===== src/rtl/dfsam_pkg.sv =====
package dfsam_pkg;

  // Sizes of the graph, the pending stack and the result cap.
  localparam int MaxVertices = 16;
  localparam int StackDepth  = 256;
  localparam int MaxResults  = 16;

  // Field and counter widths.
  localparam int VtxW   = 4;
  localparam int VcW    = 5;
  localparam int CntW   = $clog2(MaxResults + 1);
  localparam int SpW    = $clog2(StackDepth + 1);
  localparam int SAddrW = $clog2(StackDepth);

  localparam logic [VcW-1:0] VertexCountReset = VcW'(16);

  // Input mode codes.
  localparam logic ModeEdge   = 1'b0;
  localparam logic ModeSearch = 1'b1;

  // Sequencer states.
  typedef enum logic [2:0] {
    ST_IDLE,
    ST_POP,
    ST_READ,
    ST_SCAN,
    ST_FLUSH
  } state_e;

  // One edge write into the adjacency matrix.
  typedef struct packed {
    logic            we;
    logic [VtxW-1:0] row;
    logic [VtxW-1:0] col;
    logic            conn;
  } edge_wr_t;

  // Write and read requests to the pending stack memory.
  typedef struct packed {
    logic              we;
    logic [SAddrW-1:0] waddr;
    logic [VtxW-1:0]   wdata;
    logic              re;
    logic [SAddrW-1:0] raddr;
  } stack_req_t;

endpackage


===== src/rtl/dfsam_stack.sv =====
module dfsam_stack (
  input  logic                       clk_i,
  input  dfsam_pkg::stack_req_t      req_i,
  output logic [dfsam_pkg::VtxW-1:0] rdata_o
);

  logic [dfsam_pkg::VtxW-1:0] mem [dfsam_pkg::StackDepth];
  logic [dfsam_pkg::VtxW-1:0] rdata_q;

  // Single write port.
  always_ff @(posedge clk_i) begin
    if (req_i.we) begin
      mem[req_i.waddr] <= req_i.wdata;
    end
  end

  // Registered read port; the data holds until the next read.
  always_ff @(posedge clk_i) begin
    if (req_i.re) begin
      rdata_q <= mem[req_i.raddr];
    end
  end

  assign rdata_o = rdata_q;

endmodule


===== src/rtl/dfsam_adj.sv =====
module dfsam_adj (
  input  logic                              clk_i,
  input  logic                              rst_ni,
  input  dfsam_pkg::edge_wr_t               edge_i,
  input  logic [dfsam_pkg::VtxW-1:0]        rd_row_i,
  output logic [dfsam_pkg::MaxVertices-1:0] row_o
);

  logic [dfsam_pkg::MaxVertices-1:0] adj_q [dfsam_pkg::MaxVertices];
  logic                              in_range;

  // Edges outside the matrix are dropped.
  assign in_range = ((dfsam_pkg::VtxW + 1)'(edge_i.row)
                     < (dfsam_pkg::VtxW + 1)'(dfsam_pkg::MaxVertices))
                 && ((dfsam_pkg::VtxW + 1)'(edge_i.col)
                     < (dfsam_pkg::VtxW + 1)'(dfsam_pkg::MaxVertices));

  // Each edge sets or clears its bit and the mirror bit, keeping the graph undirected.
  always_ff @(posedge clk_i or negedge rst_ni) begin
    if (!rst_ni) begin
      for (int r = 0; r < dfsam_pkg::MaxVertices; r++) begin
        adj_q[r] <= '0;
      end
    end else if (edge_i.we && in_range) begin
      adj_q[edge_i.row][edge_i.col] <= edge_i.conn;
      adj_q[edge_i.col][edge_i.row] <= edge_i.conn;
    end
  end

  // Row of the vertex being expanded.
  assign row_o = adj_q[rd_row_i];

endmodule


===== src/rtl/dfsam_ctrl.sv =====
module dfsam_ctrl (
  input  logic                              clk_i,
  input  logic                              rst_ni,
  input  logic                              cfg_valid_i,
  output logic                              cfg_ready_o,
  input  logic [dfsam_pkg::VcW-1:0]         cfg_vertex_count_i,
  input  logic                              in_valid_i,
  output logic                              in_ready_o,
  input  logic                              mode_i,
  input  logic [dfsam_pkg::VtxW-1:0]        row_i,
  input  logic [dfsam_pkg::VtxW-1:0]        col_i,
  input  logic                              connected_i,
  input  logic [dfsam_pkg::VtxW-1:0]        start_vertex_i,
  output logic                              out_valid_o,
  input  logic                              out_ready_i,
  output logic [dfsam_pkg::VtxW-1:0]        vertex_o,
  output logic                              last_o,
  output logic                              error_o,
  output dfsam_pkg::edge_wr_t               edge_o,
  output logic [dfsam_pkg::VtxW-1:0]        cur_v_o,
  input  logic [dfsam_pkg::MaxVertices-1:0] adj_row_i,
  output dfsam_pkg::stack_req_t             stack_o,
  input  logic [dfsam_pkg::VtxW-1:0]        stack_rdata_i
);

  dfsam_pkg::state_e state_q, state_d;

  logic [dfsam_pkg::VcW-1:0]         vc_q, vc_d;
  logic [dfsam_pkg::MaxVertices-1:0] visited_q, visited_d;
  logic [dfsam_pkg::SpW-1:0]         sp_q, sp_d;
  logic [dfsam_pkg::CntW-1:0]        cnt_q, cnt_d;
  logic [dfsam_pkg::VtxW-1:0]        cur_v_q, cur_v_d;
  logic [dfsam_pkg::VtxW-1:0]        idx_q, idx_d;
  logic                              pend_valid_q, pend_valid_d;
  logic [dfsam_pkg::VtxW-1:0]        pend_v_q, pend_v_d;
  logic                              out_valid_q, out_valid_d;
  logic [dfsam_pkg::VtxW-1:0]        out_vertex_q, out_vertex_d;
  logic                              out_last_q, out_last_d;
  logic                              out_error_q, out_error_d;

  logic [dfsam_pkg::VcW-1:0] n_eff;
  logic                      out_free;
  logic                      in_acc;
  logic                      start_bad;
  logic                      sp_empty;
  logic                      sp_full;
  logic                      popped_seen;
  logic                      cap_hit;
  logic                      can_emit;
  logic                      scan_last;
  logic                      push_hit;

  // Vertex count above the matrix size acts as the matrix size.
  assign n_eff = (vc_q > dfsam_pkg::VcW'(dfsam_pkg::MaxVertices))
               ? dfsam_pkg::VcW'(dfsam_pkg::MaxVertices) : vc_q;

  assign out_free    = !out_valid_q || out_ready_i;
  assign in_ready_o  = (state_q == dfsam_pkg::ST_IDLE) && out_free;
  assign in_acc      = in_valid_i && in_ready_o;
  assign start_bad   = dfsam_pkg::VcW'(start_vertex_i) >= n_eff;
  assign sp_empty    = (sp_q == '0);
  assign sp_full     = (sp_q >= dfsam_pkg::SpW'(dfsam_pkg::StackDepth));
  assign popped_seen = visited_q[stack_rdata_i];
  assign cap_hit     = (cnt_q == dfsam_pkg::CntW'(dfsam_pkg::MaxResults));
  assign can_emit    = !pend_valid_q || out_free;
  assign scan_last   = (dfsam_pkg::VcW'(idx_q) + dfsam_pkg::VcW'(1)) >= n_eff;
  assign push_hit    = adj_row_i[idx_q] && !visited_q[idx_q];

  assign cfg_ready_o = 1'b1;
  assign cur_v_o     = cur_v_q;

  // Next state of the sequencer.
  always_comb begin
    state_d = state_q;
    unique case (state_q)
      dfsam_pkg::ST_IDLE: begin
        if (in_acc && (mode_i == dfsam_pkg::ModeSearch) && !start_bad) begin
          state_d = dfsam_pkg::ST_POP;
        end
      end
      dfsam_pkg::ST_POP: begin
        state_d = sp_empty ? dfsam_pkg::ST_FLUSH : dfsam_pkg::ST_READ;
      end
      dfsam_pkg::ST_READ: begin
        if (popped_seen) begin
          state_d = dfsam_pkg::ST_POP;
        end else if (cap_hit) begin
          state_d = dfsam_pkg::ST_FLUSH;
        end else if (can_emit) begin
          state_d = dfsam_pkg::ST_SCAN;
        end
      end
      dfsam_pkg::ST_SCAN: begin
        if (scan_last) begin
          state_d = dfsam_pkg::ST_POP;
        end
      end
      dfsam_pkg::ST_FLUSH: begin
        if (can_emit) begin
          state_d = dfsam_pkg::ST_IDLE;
        end
      end
      default: state_d = dfsam_pkg::ST_IDLE;
    endcase
  end

  // Datapath, stack requests and edge writes for each state.
  always_comb begin
    vc_d         = vc_q;
    visited_d    = visited_q;
    sp_d         = sp_q;
    cnt_d        = cnt_q;
    cur_v_d      = cur_v_q;
    idx_d        = idx_q;
    pend_valid_d = pend_valid_q;
    pend_v_d     = pend_v_q;
    out_valid_d  = out_valid_q && !out_ready_i;
    out_vertex_d = out_vertex_q;
    out_last_d   = out_last_q;
    out_error_d  = out_error_q;
    edge_o       = '0;
    stack_o      = '0;

    if (cfg_valid_i) begin
      vc_d = cfg_vertex_count_i;
    end

    unique case (state_q)
      dfsam_pkg::ST_IDLE: begin
        if (in_acc) begin
          if (mode_i == dfsam_pkg::ModeEdge) begin
            edge_o.we   = 1'b1;
            edge_o.row  = row_i;
            edge_o.col  = col_i;
            edge_o.conn = connected_i;
          end else if (start_bad) begin
            out_valid_d  = 1'b1;
            out_vertex_d = '0;
            out_last_d   = 1'b1;
            out_error_d  = 1'b1;
          end else begin
            visited_d     = '0;
            stack_o.we    = 1'b1;
            stack_o.waddr = '0;
            stack_o.wdata = start_vertex_i;
            sp_d          = dfsam_pkg::SpW'(1);
            cnt_d         = '0;
            pend_valid_d  = 1'b0;
          end
        end
      end
      dfsam_pkg::ST_POP: begin
        if (!sp_empty) begin
          sp_d          = sp_q - dfsam_pkg::SpW'(1);
          stack_o.re    = 1'b1;
          stack_o.raddr = sp_d[dfsam_pkg::SAddrW-1:0];
        end
      end
      dfsam_pkg::ST_READ: begin
        // A fresh vertex pushes the previous visit out, which is then known not to be last.
        if (!popped_seen) begin
          if (cap_hit) begin
            sp_d = '0;
          end else if (can_emit) begin
            if (pend_valid_q) begin
              out_valid_d  = 1'b1;
              out_vertex_d = pend_v_q;
              out_last_d   = 1'b0;
              out_error_d  = 1'b0;
            end
            pend_valid_d             = 1'b1;
            pend_v_d                 = stack_rdata_i;
            visited_d[stack_rdata_i] = 1'b1;
            cnt_d                    = cnt_q + dfsam_pkg::CntW'(1);
            cur_v_d                  = stack_rdata_i;
            idx_d                    = '0;
          end
        end
      end
      dfsam_pkg::ST_SCAN: begin
        // One neighbor test per cycle, ascending; pushes onto a full stack are dropped.
        if (push_hit && !sp_full) begin
          stack_o.we    = 1'b1;
          stack_o.waddr = sp_q[dfsam_pkg::SAddrW-1:0];
          stack_o.wdata = idx_q;
          sp_d          = sp_q + dfsam_pkg::SpW'(1);
        end
        idx_d = idx_q + dfsam_pkg::VtxW'(1);
      end
      dfsam_pkg::ST_FLUSH: begin
        // The held visit is the final one of the search.
        if (pend_valid_q && out_free) begin
          out_valid_d  = 1'b1;
          out_vertex_d = pend_v_q;
          out_last_d   = 1'b1;
          out_error_d  = 1'b0;
          pend_valid_d = 1'b0;
        end
      end
      default: ;
    endcase
  end

  // Control registers.
  always_ff @(posedge clk_i or negedge rst_ni) begin
    if (!rst_ni) begin
      state_q      <= dfsam_pkg::ST_IDLE;
      vc_q         <= dfsam_pkg::VertexCountReset;
      visited_q    <= '0;
      sp_q         <= '0;
      cnt_q        <= '0;
      pend_valid_q <= 1'b0;
      out_valid_q  <= 1'b0;
    end else begin
      state_q      <= state_d;
      vc_q         <= vc_d;
      visited_q    <= visited_d;
      sp_q         <= sp_d;
      cnt_q        <= cnt_d;
      pend_valid_q <= pend_valid_d;
      out_valid_q  <= out_valid_d;
    end
  end

  // Payload registers.
  always_ff @(posedge clk_i) begin
    cur_v_q      <= cur_v_d;
    idx_q        <= idx_d;
    pend_v_q     <= pend_v_d;
    out_vertex_q <= out_vertex_d;
    out_last_q   <= out_last_d;
    out_error_q  <= out_error_d;
  end

  assign out_valid_o = out_valid_q;
  assign vertex_o    = out_vertex_q;
  assign last_o      = out_last_q;
  assign error_o     = out_error_q;

`ifndef SYNTHESIS
  // The stack pointer never passes the stack depth.
  a_sp_bound: assert property (@(posedge clk_i) disable iff (!rst_ni)
    sp_q <= dfsam_pkg::SpW'(dfsam_pkg::StackDepth))
    else $error("stack pointer beyond stack depth");

  // No search emits more visits than the cap.
  a_cnt_bound: assert property (@(posedge clk_i) disable iff (!rst_ni)
    cnt_q <= dfsam_pkg::CntW'(dfsam_pkg::MaxResults))
    else $error("visit count beyond cap");

  // The vertex whose row is scanned is already marked visited.
  a_scan_marked: assert property (@(posedge clk_i) disable iff (!rst_ni)
    (state_q == dfsam_pkg::ST_SCAN) |-> visited_q[cur_v_q])
    else $error("scanning an unmarked vertex");

  // A search never returns to idle with a visit still held back.
  a_idle_drained: assert property (@(posedge clk_i) disable iff (!rst_ni)
    (state_q == dfsam_pkg::ST_IDLE) |-> !pend_valid_q)
    else $error("idle with a held visit");

  // An error result is only produced from idle.
  a_err_from_idle: assert property (@(posedge clk_i) disable iff (!rst_ni)
    (out_valid_q && out_error_q && !$past(out_valid_q))
      |-> $past(state_q == dfsam_pkg::ST_IDLE))
    else $error("error result outside idle");
`endif

endmodule


===== src/rtl/depth_first_search_adjacency_matrix_top.sv =====
// Channel    Handshake                 Payload
// cfg        cfg_valid_i/cfg_ready_o   cfg_vertex_count_i
// in         in_valid_i/in_ready_o     mode_i, row_i, col_i, connected_i, start_vertex_i
// out        out_valid_o/out_ready_i   vertex_o, last_o, error_o
//
// An edge transaction writes the matrix when it is taken and gives no result.
// A search pops a vertex from the stack, takes it from the registered stack read, and scans
// the row of each newly visited vertex with the single neighbor compare step over the
// vertices in use (at most 16); when the stack is empty it flushes the final visit.
// The final visit is held back one visit so that it can carry last; a stalled output
// stalls the search. Reset is asynchronous, active low, and clears all control state;
// the stack memory needs no clearing.
module depth_first_search_adjacency_matrix_top (
  input  logic                              clk_i,
  input  logic                              rst_ni,
  input  logic                              cfg_valid_i,
  output logic                              cfg_ready_o,
  input  logic [dfsam_pkg::VcW-1:0]         cfg_vertex_count_i,
  input  logic                              in_valid_i,
  output logic                              in_ready_o,
  input  logic                              mode_i,
  input  logic [dfsam_pkg::VtxW-1:0]        row_i,
  input  logic [dfsam_pkg::VtxW-1:0]        col_i,
  input  logic                              connected_i,
  input  logic [dfsam_pkg::VtxW-1:0]        start_vertex_i,
  output logic                              out_valid_o,
  input  logic                              out_ready_i,
  output logic [dfsam_pkg::VtxW-1:0]        vertex_o,
  output logic                              last_o,
  output logic                              error_o
);

  dfsam_pkg::edge_wr_t               edge_wr;
  dfsam_pkg::stack_req_t             stack_req;
  logic [dfsam_pkg::VtxW-1:0]        cur_v;
  logic [dfsam_pkg::MaxVertices-1:0] adj_row;
  logic [dfsam_pkg::VtxW-1:0]        stack_rdata;

  // Adjacency matrix.
  dfsam_adj u_adj (
    .clk_i    (clk_i),
    .rst_ni   (rst_ni),
    .edge_i   (edge_wr),
    .rd_row_i (cur_v),
    .row_o    (adj_row)
  );

  // Pending vertex stack.
  dfsam_stack u_stack (
    .clk_i   (clk_i),
    .req_i   (stack_req),
    .rdata_o (stack_rdata)
  );

  // Search sequencer.
  dfsam_ctrl u_ctrl (
    .clk_i              (clk_i),
    .rst_ni             (rst_ni),
    .cfg_valid_i        (cfg_valid_i),
    .cfg_ready_o        (cfg_ready_o),
    .cfg_vertex_count_i (cfg_vertex_count_i),
    .in_valid_i         (in_valid_i),
    .in_ready_o         (in_ready_o),
    .mode_i             (mode_i),
    .row_i              (row_i),
    .col_i              (col_i),
    .connected_i        (connected_i),
    .start_vertex_i     (start_vertex_i),
    .out_valid_o        (out_valid_o),
    .out_ready_i        (out_ready_i),
    .vertex_o           (vertex_o),
    .last_o             (last_o),
    .error_o            (error_o),
    .edge_o             (edge_wr),
    .cur_v_o            (cur_v),
    .adj_row_i          (adj_row),
    .stack_o            (stack_req),
    .stack_rdata_i      (stack_rdata)
  );

endmodule


===== config.mk =====
export PLATFORM = sky130hd
export DESIGN_NAME = depth_first_search_adjacency_matrix_top
export DESIGN_NICKNAME = d
export VERILOG_FILES = /design/src/rtl/dfsam_pkg.sv /design/src/rtl/dfsam_stack.sv /design/src/rtl/dfsam_adj.sv /design/src/rtl/dfsam_ctrl.sv /design/src/rtl/depth_first_search_adjacency_matrix_top.sv
export SDC_FILE = /design/constraint.sdc
export NUM_CORES = 2
export LEC_CHECK = 0
export BUFFER_PORTS_ARGS = -buffer_cell sky130_fd_sc_hd__buf_4
export CAP_MARGIN = 30
export CELL_PAD_IN_SITES_DETAIL_PLACEMENT = 0
export CELL_PAD_IN_SITES_GLOBAL_PLACEMENT = 1
export CORE_ASPECT_RATIO = 1.25
export CORE_MARGIN = 5
export CORE_UTILIZATION = 53
export CTS_CLUSTER_SIZE = 10
export DETAILED_ROUTE_END_ITERATION = 6
export GPL_TIMING_DRIVEN = 0
export PLACE_DENSITY_LB_ADDON = 0.2
export SYNTH_ARGS = -nofsm -noshare
export SYNTH_HDL_FRONTEND = slang
export SYNTH_SLANG_ARGS = --single-unit

===== constraint.sdc =====
create_clock -name clk_i -period 20 [get_ports clk_i]
set_clock_uncertainty 0.05 [all_clocks]
set_input_delay 2 -clock clk_i [delete_from_list [all_inputs] [get_ports clk_i]]
set_output_delay 2 -clock clk_i [all_outputs]
set_load 0.02 [all_outputs]

# Word-level counts from Yosys, hierarchy flattened
# Memories as Yosys holds them, arrays and structs flattened. A register that Yosys moved wholly into a read port is not among the register bits.
# Cells that the tools add are included.
[classes] n_eq_ne=21 multipliers=0 n_lt_le_gt_ge=16 shifts=0 bitwise_logic=6 n_reduce_logical=34 mux=104 div=0 addsub=5
[ops] cell="$bwmux 256" n=2
[ops] cell="$mux 16" n=10
[ops] cell="$demux 16 s4" n=2
[ops] cell="$mux 9" n=9
[ops] cell="$bmux 16 s4" n=1
[ops] cell="$mux 13" n=4
[ops] cell="$mux 4" n=11
[ops] cell="$pmux 9 s4" n=1
[ops] cell="$mux 5" n=7
[ops] cell="$pmux 16 s2" n=1
[ops] cell="$mux 1" n=31
[ops] cell="$mux 10" n=3
[ops] cell="$pmux 13 s2" n=1
[ops] cell="$mux 3" n=7
[ops] cell="$lt 4x5->1 const B" n=4
[ops] cell="$ne 2x1->1 const B" n=9
[ops] cell="$or 16x16->16" n=1
[ops] cell="$reduce_and 8->1" n=2
[ops] cell="$ge 5x5->1 const B" n=3
[ops] cell="$not 4->5" n=3
[ops] cell="$pmux 3 s5" n=1
[ops] cell="$logic_and 1x1->1" n=13
[ops] cell="$bmux 1 s4" n=3
[ops] cell="$demux 1 s4" n=3
[ops] cell="other kinds (32)" n=54
[totals] in_bits=24 latch_bits=0 reg_bits=310 out_inout_bits=9 mem_count=1 elab_cells=215 romBits=0 ram_bits=1024
[mem_list] memory="u_stack.mem" words=256 width=4 read_ports=1 rd_clocked_by_memory_dff=1 wr=1 line_no="dfsam_stack.sv:7" source="logic [dfsam_pkg::VtxW-1:0] mem [dfsam_pkg::StackDepth];"

# Logic depth before layout (Yosys ltp)
[logic_depth] word_depth=14 ltp_mapped=15 ltp_nobuf=11

# By module
# Synthesis repeated with hierarchy kept, for this count alone.
[unflattened] cells_unflattened=3418 hier_area_um2=57565.2
[modules_own_cells] module="dfsam_stack" cells_each=2051 instances=1 area_per_inst_um2=40715.3 seq_area_each_um2=30869.6
[modules_own_cells] module="dfsam_adj" cells_each=960 instances=1 area_per_inst_um2=12957.4 seq_area_each_um2=6406.1
[modules_own_cells] module="dfsam_ctrl" cells_each=407 instances=1 area_per_inst_um2=3892.5 seq_area_each_um2=1422.6

# Least setup slack after synthesis
# OpenSTA, ideal clock, no wires.
[synth_path] kind="reg2reg" startpoint="register u_ctrl.cur_v_q, in the netlist u_ctrl.cur_v_o[0]" endpoint="memory u_stack.mem[0][2] (netlist bit), data pin" setup_time_ns=2.187 required_time_ns=17.763 synth_period_minus_slack_ns=14.601 setup_slack_ns=5.399 stages_incl_launch_ff=15 t_arrival_ns=12.364 path_buffers=5 path_cell_list="edfxtp_1 buf_6 buf_6 nor2b_1 buf_2 a22oi_1 a21oi_1 or4_1 o41ai_1 nor3_1 o21ai_2 nand2_2 buf_4 buf_6 o21ai_0"
[synth_lines] element="start: declaration" line_no="dfsam_ctrl.sv:32" source="logic [dfsam_pkg::VtxW-1:0] cur_v_q, cur_v_d;"
[synth_lines] element="start signal: assignment" line_no="dfsam_ctrl.sv:227" source="cur_v_q <= cur_v_d;"
[synth_lines] element="end: declaration" line_no="dfsam_stack.sv:7"

==> run metrics <==
top_reg_cell synth=edfxtp_1; Mapped Area=57,200 µm²; wire length of the first global-routing pass=317 mm; Worst Path Required=slightly above 20 ns; H-tree depth=4; failing checks=design-rule violations; Placed Cells incl. Taps=5,803; Root Buffer=clkbuf_16; worst vdd ir=0.0000979 V; worst slew pin tran=1.17 ns; hold crit path type=reg -> reg; Post-CTS Setup Bufs=0; Synth Instances=between 4,000 and 5,000; GPL Wtd Cong=1.08; hold buffers post-CTS=0; critical path class=reg -> reg; initial antenna violation count=8; I/O pin count=33; vias per cell=6.88; sequential share of the synthesized area=67.6%; CTS tree=done; Nets=~4,600; Detail Route Antenna Nets=0; Final Max Tran Viols=0; Max Freq=150 MHz; Max clock buf depth=3; drt first pass iters=7; power consumption=8.94 mW; post-layout min period=between 6 and 7 ns; gr ovfl total=0; top cells by area, synth=edfxtp_1, dfrtp_1, mux2_2; Mapped Nets=4,285; Clock transition at path regs=0.06 ns; Pwr per Cell Area=137 nW/µm²; static leakage=23.8 nW; Yosys Warn Count=0; Worst-Skew Late Latency=0.80 ns; final core utilization=60.8%; number of synthesized flops with an enable pin=1,042; largest net degree at the start of global routing=122; core area=107,000 µm²; total clock sinks=1,338; row count=134; drt initial violations=slightly below 6,000; top cells by count, synth=edfxtp_1, nand2_1, nor2_1; total track usage=40.0%; Post-synth ARST share=22.1%; status=finished, violations left; Routed Wire Length=233 mm; total clock buffers created by CTS=153; Final HPWL DP=approximately 170 mm; # DRC=2; die area=115,000 µm²; Layout area overhead=13.6%; endpoints failing hold=0; crit path DAT=between 7 and 8 ns; final cell count without fillers=6,028; max-cap viol count=0; Yosys reg bits=1,338; width of the die=304 µm; Yosys cell types=77; share of the synthesized area in the top cell type=between 50% and 60%; I/O Buffers=30; die height=377 µm; CTS resizes=0; # setup viols final=0; cell taking the most area after synthesis=edfxtp_1; Tcrit/Tclk final=33.3%; syn avg cell area=13.5 µm²; count leader, synth=edfxtp_1; WL/cell=approximately 39 µm; DP Area=60,700 µm²; initial core utilization=53.5%; via count=between 40,000 and 50,000; Final Instance Area=around 65,000 µm²; WHS=0.437 ns; Startpoint Class=flip-flop; CP endpoint kind=flip-flop; vias in the first global route=40,071; Worst slew margin=21.3%; crit-path max FO=38; unrepaired setup endpoints after global routing=false; layout cells sized above 1=between 10% and 20%
==> stage by stage <==
stage	worst slack (ns)	TNS, ns
6_report	13.35	0
5_1_grt	13.40	0
4_1_cts	13.76	0
3_5_place_dp	13.78	0
3_3_place_gp	-8.21	-2815.77
2_1_floorplan	5.40	0
==> power breakdown <==
part | internal, mW | switching [mW] | total [mW]
Combinational | 0.825 | 2.38 | 3.21
Sequential | 3.17 | 0.0589 | 3.23
Clock | 1.42 | 1.08 | 2.50
==> per-layer routing <==
metal	up-vias	global-route usage, %	routed length [µm]	part of all wire [%]
li1	16854	-	-	-
met1	20816	46.2	77300	33
met2	2970	63.2	107000	46
met3	853	9.40	22700	9.7
met4	4	34.1	25700	11
met5	-	0	25	0.011
==> cells in the final DEF, fill, tap and decap left out, types with 46 or more instances in the layout <==
cell	count
nand2_1	503
buf_2	116
clkbuf_1	220
mux2i_1	228
clkbuf_16	157
nor3_1	176
a22oi_1	100
mux2_2	250
nand3_1	46
edfxtp_1	1042
o22ai_1	149
dfrtp_1	295
o21ai_0	81
o221ai_1	50
nor4_1	97
nor2_1	321
a21oi_1	221
==> sequential cells by signal (all words and copies together), names as in the netlist <==
register	count
u_adj.adj_q	256
u_ctrl.cnt_q	5
u_ctrl.cur_v_o	4
u_ctrl.error_o	1
u_ctrl.idx_q	4
u_ctrl.last_o	1
u_ctrl.out_valid_o	1
u_ctrl.pend_valid_q	1
u_ctrl.sp_q	9
u_ctrl.state_q	3
u_ctrl.vc_q	5
u_ctrl.vertex_o	4
u_ctrl.visited_q	16
u_stack.mem	1024
u_stack.rdata_o	4
==> kinds of logic (layout without fill, tap and decap cells) <==
group / count (synthesis) / count (layout) / synth area share [%]
multiplexers: 515 / 515 / 10.4
AND/OR/NAND/NOR: 1252 / 1252 / 9.73
adder cells (fa/ha/maj): 15 / 15 / 0.328
buffers and inverters: 320 / 669 / 2.50
flip-flops: 1338 / 1338 / 67.6
other: 1 / 6 / 0.00655
AO/OA/AOI/OAI: 796 / 796 / 9.31
XOR/XNOR: 9 / 9 / 0.138
==> critical path, cell delays in order, from the launching register on <==
cell and delay (ns):
edfxtp_1 0.65, buf_2 0.36, nor2_2 0.47, buf_2 0.37, a22oi_1 0.12, a21oi_1 0.74, o41ai_1 0.26, nor3_1 0.82
o21ai_2 0.30, nand2_2 0.22, buf_4 0.34, buf_6 0.34, o2bb2ai_4 0.34, buf_12 0.30, buf_16 0.18, buf_12 0.19
buf_12 0.19
==> path summary, 6_finish.rpt <==
| check | cells past startpoint | startpoint | endpoint | slack (ns) |
|---|---|---|---|---|
| setup / recovery | 16 | u_ctrl.cur_v_o[3] | u_stack.mem[109][1] | 13.35 |
| hold / removal | 2 | u_adj.adj_q[120] | u_adj.adj_q[120] | 0.44 |
| setup reg to reg | 16 | u_ctrl.cur_v_o[3] | u_stack.mem[109][1] | 13.35 |
| hold reg to reg | 2 | u_adj.adj_q[120] | u_adj.adj_q[120] | 0.44 |
| max in group asynchronous | 3 | rst_ni | u_adj.adj_q[101] | 17.15 |
| min in group asynchronous | 1 | rst_ni | u_ctrl.visited_q[15] | 1.16 |
==> final cells by class <==
class                   count  area, µm²
multi-input cells        2588      17200
diodes                      5       12.5
plain buffers             302       1360
flip-flops and latches   1338      38700
inverters                  18       67.6
well taps                1428       1790
repair buffers            137       1690
fillers                  8571      41900
clock buffers             200       4110
clock inverters            12        119
Note: power is estimated with default switching activity, not from simulation.
